$ cat config.mk
export PLATFORM = sky130hd
export DESIGN_NAME = lfu_key_value_cache_core
export DESIGN_NICKNAME = d
export VERILOG_FILES = /design/src/lkv_pkg.sv /design/src/lkv_ram.sv /design/src/lfu_key_value_cache_core.sv
export SDC_FILE = /design/constraint.sdc
export NUM_CORES = 2
export LEC_CHECK = 0
export BUFFER_PORTS_ARGS = -buffer_cell sky130_fd_sc_hd__clkbuf_2
export CAP_MARGIN = 10
export CORE_UTILIZATION = 47
export CTS_BUF_LIST = sky130_fd_sc_hd__clkbuf_8
export CTS_CLUSTER_SIZE = 30
export DETAILED_ROUTE_END_ITERATION = 8
export HOLD_SLACK_MARGIN = 0.12
export PLACE_DENSITY = 0.66
export SYNTH_ARGS = -nofsm -noshare
export SYNTH_HDL_FRONTEND = slang
export SYNTH_HIERARCHICAL = 1
export SYNTH_SLANG_ARGS = --single-unit
$ cat constraint.sdc
create_clock -name clk -period 16.45 [get_ports clk]
set_clock_uncertainty 0.15 [all_clocks]
set_input_delay 2.4675 -clock clk [delete_from_list [all_inputs] [get_ports clk]]
set_output_delay 2.4675 -clock clk [all_outputs]
set_load 0.02 [all_outputs]
$ cat src/lkv_pkg.sv
// Shared types and constants for the LFU key/value cache.
// No dependencies; used by lkv_ram users and lfu_key_value_cache_core.
package lkv_pkg;

  localparam int KEY_W   = 32;
  localparam int VALUE_W = 32;
  localparam int COUNT_W = 32;
  localparam int STAMP_W = 48;
  localparam int CAP_W   = 5;

  localparam logic [CAP_W-1:0]   CAP_RESET = 5'd16;
  localparam logic [COUNT_W-1:0] COUNT_MAX = '1;
  localparam logic [COUNT_W-1:0] COUNT_ONE = 32'd1;

  localparam logic OP_GET = 1'b0;
  localparam logic OP_PUT = 1'b1;

  typedef struct packed {
    logic [KEY_W-1:0]   key;
    logic [VALUE_W-1:0] value;
    logic [COUNT_W-1:0] count;
    logic [STAMP_W-1:0] stamp;
  } entry_t;

  localparam int ENTRY_W = $bits(entry_t);

endpackage

$ cat src/lkv_ram.sv
// Generic single-port-write, single-port-read RAM with registered read data.
// No dependencies.
module lkv_ram #(
  parameter int WIDTH = 8,
  parameter int DEPTH = 16
) (
  input  logic                                     clk,
  input  logic                                     we,
  input  logic [((DEPTH > 1) ? $clog2(DEPTH) : 1)-1:0] waddr,
  input  logic [WIDTH-1:0]                         wdata,
  input  logic [((DEPTH > 1) ? $clog2(DEPTH) : 1)-1:0] raddr,
  output logic [WIDTH-1:0]                         rdata
);

  logic [WIDTH-1:0] mem [DEPTH];

  always_ff @(posedge clk) begin
    if (we) begin
      mem[waddr] <= wdata;
    end
    rdata <= mem[raddr];
  end

endmodule

$ cat src/lfu_key_value_cache_core.sv
// Top level of the LFU key/value cache: sequencer, valid bits, scan trackers.
// Depends on lkv_pkg and lkv_ram (entry store).
//
//  channel | signals                                   | direction
//  --------+-------------------------------------------+----------
//  in      | in_valid, in_ready, opcode, lookup_key,   | to core
//          | put_value                                 |
//  out     | out_valid, out_ready, found, read_value   | from core
//  cfg     | cfg_wr_en, cfg_wr_data                    | to core
//
// Each beat runs through the states in order: in S_SCAN one entry per cycle
// is read from the entry RAM's single read port and scanned for a key match,
// the first free slot and the eviction victim, then S_DRAIN, S_WRITE for the
// write-back and S_FINISH to load the result register. in_ready is high only while
// the sequencer idles; a new beat may be taken while a result waits.
// Synchronous reset clears valid bits, occupancy and the stamp counter;
// the RAM needs no clearing pass.
module lfu_key_value_cache_core #(
  parameter int CAPACITY = 16
) (
  input  logic                         clk,
  input  logic                         rst,
  input  logic                         in_valid,
  output logic                         in_ready,
  input  logic                         opcode,
  input  logic signed [31:0]           lookup_key,
  input  logic signed [31:0]           put_value,
  output logic                         out_valid,
  input  logic                         out_ready,
  output logic                         found,
  output logic signed [31:0]           read_value,
  input  logic                         cfg_wr_en,
  input  logic [lkv_pkg::CAP_W-1:0]    cfg_wr_data
);

  localparam int IW = (CAPACITY > 1) ? $clog2(CAPACITY) : 1;
  localparam int OW = $clog2(CAPACITY + 1);
  localparam int CW = (OW > lkv_pkg::CAP_W) ? OW : lkv_pkg::CAP_W;
  localparam logic [IW-1:0] LAST_IDX = IW'(CAPACITY - 1);
  localparam logic [CW-1:0] CAP_LIMIT = CW'(CAPACITY);

  typedef enum logic [2:0] {
    S_IDLE,
    S_SCAN,
    S_DRAIN,
    S_WRITE,
    S_FINISH
  } state_t;

  state_t state;

  logic [lkv_pkg::CAP_W-1:0]   capacity_in_use;
  logic [CAPACITY-1:0]         valid;
  logic [OW-1:0]               occupancy;
  logic [lkv_pkg::STAMP_W-1:0] stamp_counter;

  // captured beat
  logic                        op;
  logic [lkv_pkg::KEY_W-1:0]   key;
  logic [lkv_pkg::VALUE_W-1:0] val;

  // scan pipeline
  logic [IW-1:0] ridx;
  logic          pv;
  logic [IW-1:0] pidx;

  // scan trackers
  logic                        hit_found;
  logic [IW-1:0]               hit_idx;
  logic [lkv_pkg::VALUE_W-1:0] hit_val;
  logic [lkv_pkg::COUNT_W-1:0] hit_cnt;
  logic                        free_found;
  logic [IW-1:0]               free_idx;
  logic                        vic_found;
  logic [IW-1:0]               vic_idx;
  logic [lkv_pkg::COUNT_W-1:0] vic_cnt;
  logic [lkv_pkg::STAMP_W-1:0] vic_stamp;

  // RAM
  logic                        ram_we;
  logic [IW-1:0]               ram_waddr;
  lkv_pkg::entry_t             ram_wentry;
  logic [lkv_pkg::ENTRY_W-1:0] ram_rdata;
  lkv_pkg::entry_t             rentry;

  lkv_ram #(
    .WIDTH(lkv_pkg::ENTRY_W),
    .DEPTH(CAPACITY)
  ) u_entries (
    .clk  (clk),
    .we   (ram_we),
    .waddr(ram_waddr),
    .wdata(ram_wentry),
    .raddr(ridx),
    .rdata(ram_rdata)
  );

  assign rentry = lkv_pkg::entry_t'(ram_rdata);

  // write-back decision
  logic [CW-1:0] cap_ext;
  logic [CW-1:0] cap_eff;
  logic [CW-1:0] occ_ext;
  logic          is_full;
  logic          do_insert;
  logic          use_free;
  logic [IW-1:0] ins_idx;
  logic [lkv_pkg::COUNT_W-1:0] cnt_inc;
  logic          scan_better;

  always_comb begin
    cap_ext   = CW'(capacity_in_use);
    cap_eff   = (cap_ext > CAP_LIMIT) ? CAP_LIMIT : cap_ext;
    occ_ext   = CW'(occupancy);
    is_full   = (occ_ext >= cap_eff);
    use_free  = !is_full && free_found;
    ins_idx   = use_free ? free_idx : vic_idx;
    do_insert = (op == lkv_pkg::OP_PUT) && !hit_found && (cap_eff != '0);
    cnt_inc   = (hit_cnt == lkv_pkg::COUNT_MAX) ? hit_cnt : hit_cnt + 1'b1;

    ram_we     = 1'b0;
    ram_waddr  = hit_idx;
    ram_wentry.key   = key;
    ram_wentry.value = (op == lkv_pkg::OP_PUT) ? val : hit_val;
    ram_wentry.count = cnt_inc;
    ram_wentry.stamp = stamp_counter;
    if (state == S_WRITE) begin
      if (hit_found) begin
        ram_we = (op == lkv_pkg::OP_GET) || (cap_eff != '0);
      end else if (do_insert) begin
        ram_we           = 1'b1;
        ram_waddr        = ins_idx;
        ram_wentry.count = lkv_pkg::COUNT_ONE;
      end
    end

    // victim order: lower count, then older stamp; earlier index wins ties
    scan_better = !vic_found || (rentry.count < vic_cnt) ||
                  ((rentry.count == vic_cnt) && (rentry.stamp < vic_stamp));
  end

  assign in_ready = (state == S_IDLE);

  always_ff @(posedge clk) begin
    if (rst) begin
      state           <= S_IDLE;
      capacity_in_use <= lkv_pkg::CAP_RESET;
      valid           <= '0;
      occupancy       <= '0;
      stamp_counter   <= '0;
      out_valid       <= 1'b0;
      pv              <= 1'b0;
    end else begin
      if (cfg_wr_en) begin
        capacity_in_use <= cfg_wr_data;
      end
      // in S_FINISH the result load below owns out_valid
      if (out_valid && out_ready && (state != S_FINISH)) begin
        out_valid <= 1'b0;
      end

      pv   <= (state == S_SCAN);
      pidx <= ridx;

      if (pv) begin
        if (valid[pidx] && (rentry.key == key) && !hit_found) begin
          hit_found <= 1'b1;
          hit_idx   <= pidx;
          hit_val   <= rentry.value;
          hit_cnt   <= rentry.count;
        end
        if (!valid[pidx] && !free_found) begin
          free_found <= 1'b1;
          free_idx   <= pidx;
        end
        if (valid[pidx] && scan_better) begin
          vic_found <= 1'b1;
          vic_idx   <= pidx;
          vic_cnt   <= rentry.count;
          vic_stamp <= rentry.stamp;
        end
      end

      case (state)
        S_IDLE: begin
          ridx <= '0;
          if (in_valid) begin
            op         <= opcode;
            key        <= lookup_key;
            val        <= put_value;
            hit_found  <= 1'b0;
            free_found <= 1'b0;
            vic_found  <= 1'b0;
            state      <= S_SCAN;
          end
        end
        S_SCAN: begin
          if (ridx == LAST_IDX) begin
            state <= S_DRAIN;
          end else begin
            ridx <= ridx + 1'b1;
          end
        end
        S_DRAIN: begin
          state <= S_WRITE;
        end
        S_WRITE: begin
          if (ram_we) begin
            stamp_counter <= stamp_counter + 1'b1;
          end
          if (!hit_found && do_insert) begin
            valid[ins_idx] <= 1'b1;
            if (use_free) begin
              occupancy <= occupancy + 1'b1;
            end
          end
          state <= S_FINISH;
        end
        S_FINISH: begin
          if (!out_valid || out_ready) begin
            out_valid  <= 1'b1;
            found      <= hit_found;
            read_value <= (hit_found && (op == lkv_pkg::OP_GET)) ? hit_val : '0;
            state      <= S_IDLE;
          end
        end
        default: begin
          state <= S_IDLE;
        end
      endcase
    end
  end

endmodule
==> metrics <==
Post-synth EDFFs 2569; Skew-Pair Late Insertion Delay 1110 ps; total global-route track usage 0.211; Least-Margin Pin Slew 1330 ps; Initial Util 0.473; Final setup viols 0; FP Rows 173; most common cell in the netlist edfxtp_1; Synth cell types 63; hpwl dp 120 mm; fraction of registers with async set/reset 0; Max H-tree Level 5; Synthesis Warnings 6; MaxCap Viol Count 0; Leak 38.4 nW; Synth area leader edfxtp_1; slowest stage cell, crit path buf_4; routed len/inst 26.9 microns; Pwr Density 119 nW/um^2; DRT iter0 DRCs 4874; root buf cell clkbuf_8; ys flop type edfxtp_1; Final Total Pwr 14.0 mW; DR vias/cell 5.81; RSZ-0062 raised after global routing no; min cycle time layout 6530 ps; Synth top area share 0.734; critical path class register to register; Startpoint Class register; die width 475 microns; top cells by area in the synthesized netlist edfxtp_1, mux4_2, dfxtp_1, a22oi_1, mux2_2; drt first pass iters 8; Post-CTS Resized 0; hold crit path type register to register; relative slew slack 0.103; cts bufs inserted 446; worst path arrival time 7040 ps; syn avg cell area 20.9 sq um; DR vias 51100; Routed WL 237 mm; run status completed; die area 225000 sq um; DP Worst Slack 9950 ps; IO Pins 110; deepest clock path buffer count 4; grt total ovfl 0; sequential-to-total area share from yosys stat 0.777; Max Transition Viols Final 0; cts hold-fix bufs 0; first-pass GRT wire length 349 mm; largest net degree at the start of global routing 123; Reg clk slew, reported paths 60 ps; CP endpoint kind register; CP max FO 48; postcts setup bufs 0; Worst path max stage delay 930 ps; syn_nets 5200; CP bufs+invs 2; Placer Congestion 0.779; setup_tns 0 ps; nets@finish 5617; layout cells sized above 1 0.254; Final WS setup 9920 ps; Hold Vio Cnt, Final 0; Commonest cells post-synth edfxtp_1, mux4_2, a22oi_1; DRC viols 0; CP delay by family, top compound AO/OA/AOI/OAI gates; Tcrit/Tclk final 0.397; Yosys reg bits 2792; number of global-route vias before repair 52900; die height 475 microns; synthesized cell area 105000 sq um; CTS tree done; Layout area overhead 12.0%; initial antenna violation count 5; CTS Sinks 2792; worst endpoint required time 16960 ps; crit-path cells nor2b_1, ha_1, nand2b_1, a21o_1, a21o_1, a31oi_1, mux2i_1, o21ai_0, nand2b_1, nor2_4, buf_4, buf_4; post-route antenna net violation count 0; Fmax 153 MHz; worst vdd ir 0.0000879 V; synthesized instance count 5037; Placeable Area 222000 sq um; Port Buf Inserts 109
## worst register-to-register path: stages, from the launching register on
cell and delay (ps):
dfxtp_1 430, nor2b_1 70, ha_1 260, nand2b_1 140
a21o_1 180, a21o_1 210, a31oi_1 610, mux2i_1 180
o21ai_0 880, nand2b_1 500, nor2_4 610, buf_4 940
buf_4 920
## registers in the layout, indices dropped and copies added (netlist names), 3 cells and up
register,flops
state,3
free_idx,4
vic_idx,4
cap_ext,5
u_entries/mem,2304
key,32
read_value,32
vic_cnt,32
val,32
stamp_counter,48
valid,16
vic_stamp,48
hit_idx,4
hit_val,32
occ_ext,5
ridx,4
u_entries/rdata,144
pidx,4
hit_cnt,32
## cell families (layout without fill, tap and decap cells)
logic type,count (synthesis),in the layout,share of synthesized area
adders and majority gates,88,88,0.0105
AOI/OAI and AO/OA,466,466,0.0311
DFF,2792,2792,0.777
xor gates and xnor gates,92,92,0.00767
muxes,687,687,0.131
buffers and inverters,330,1112,0.0149
and+or+nand+nor,582,582,0.0281
other,0,1,0
## metal layers
metal  vias up  global-route usage  part of all wire  wire length [microns]
li1      21600                   -                 -                      -
met1     27300               0.299              0.43                 101000
met2      1853               0.342              0.49                 115000
met3       314              0.0370             0.069                  16200
met4         0              0.0507             0.015                   3660
met5         -                   0                 0                      0
## path summary, 6_finish.rpt
check / from / endpoint / slack (ps) / cells past startpoint
setup / recovery: cap_ext[4]$_SDFFE_PP1P_ / u_entries/mem[13][137]$_DFFE_PP_ / 9920 / 12
setup reg to reg: cap_ext[4]$_SDFFE_PP1P_ / u_entries/mem[13][137]$_DFFE_PP_ / 9920 / 12
hold / removal: u_entries/rdata[103]$_DFF_P_ / hit_val[23]$_DFFE_PP_ / 230 / 0
hold reg to reg: u_entries/rdata[103]$_DFF_P_ / hit_val[23]$_DFFE_PP_ / 230 / 0
## through the flow
step	utilization	hold slack (ps)	instances	instance area, sq um
6_report	0.530	228	8795	118000
5_1_grt	0.530	242	8795	118000
4_1_cts	0.529	240	8790	118000
3_5_place_dp	0.491	241	7977	109000
3_3_place_gp	0.491	238	7976	109000
2_1_floorplan	-	236	5037	105000
## layout by cell type (no fill, tap or decap), types with 77 or more instances in the layout
master    count
mux2_2      108
mux4_2      540
inv_1       257
clkbuf_8    500
nand2_1     175
clkinv_1     77
clkbuf_2    108
nor2_1      108
ha_1         88
dfxtp_1     223
edfxtp_1   2569
a22oi_1     242
## where the power goes
part           internal, mW  leakage [nW]  total [mW]  switching, mW
Sequential             7.75          25.2        7.80         0.0528
Clock                  2.93          4.93        5.57           2.65
Combinational         0.281          8.32       0.646          0.365
Total                  11.0          38.4        14.0           3.06
## cell type report
cell class | instances | area [sq um]
Fill cell | 17100 | 105000
Clock buffer | 500 | 6880
Multi-Input combinational cell | 1915 | 22100
Inverter | 99 | 372
Clock inverter | 313 | 1550
Antenna cell | 1 | 2.50
Sequential cell | 2792 | 81600
Timing Repair Buffer | 200 | 1460
Tap cell | 2975 | 3720
(Power assumes the default switching activity.)
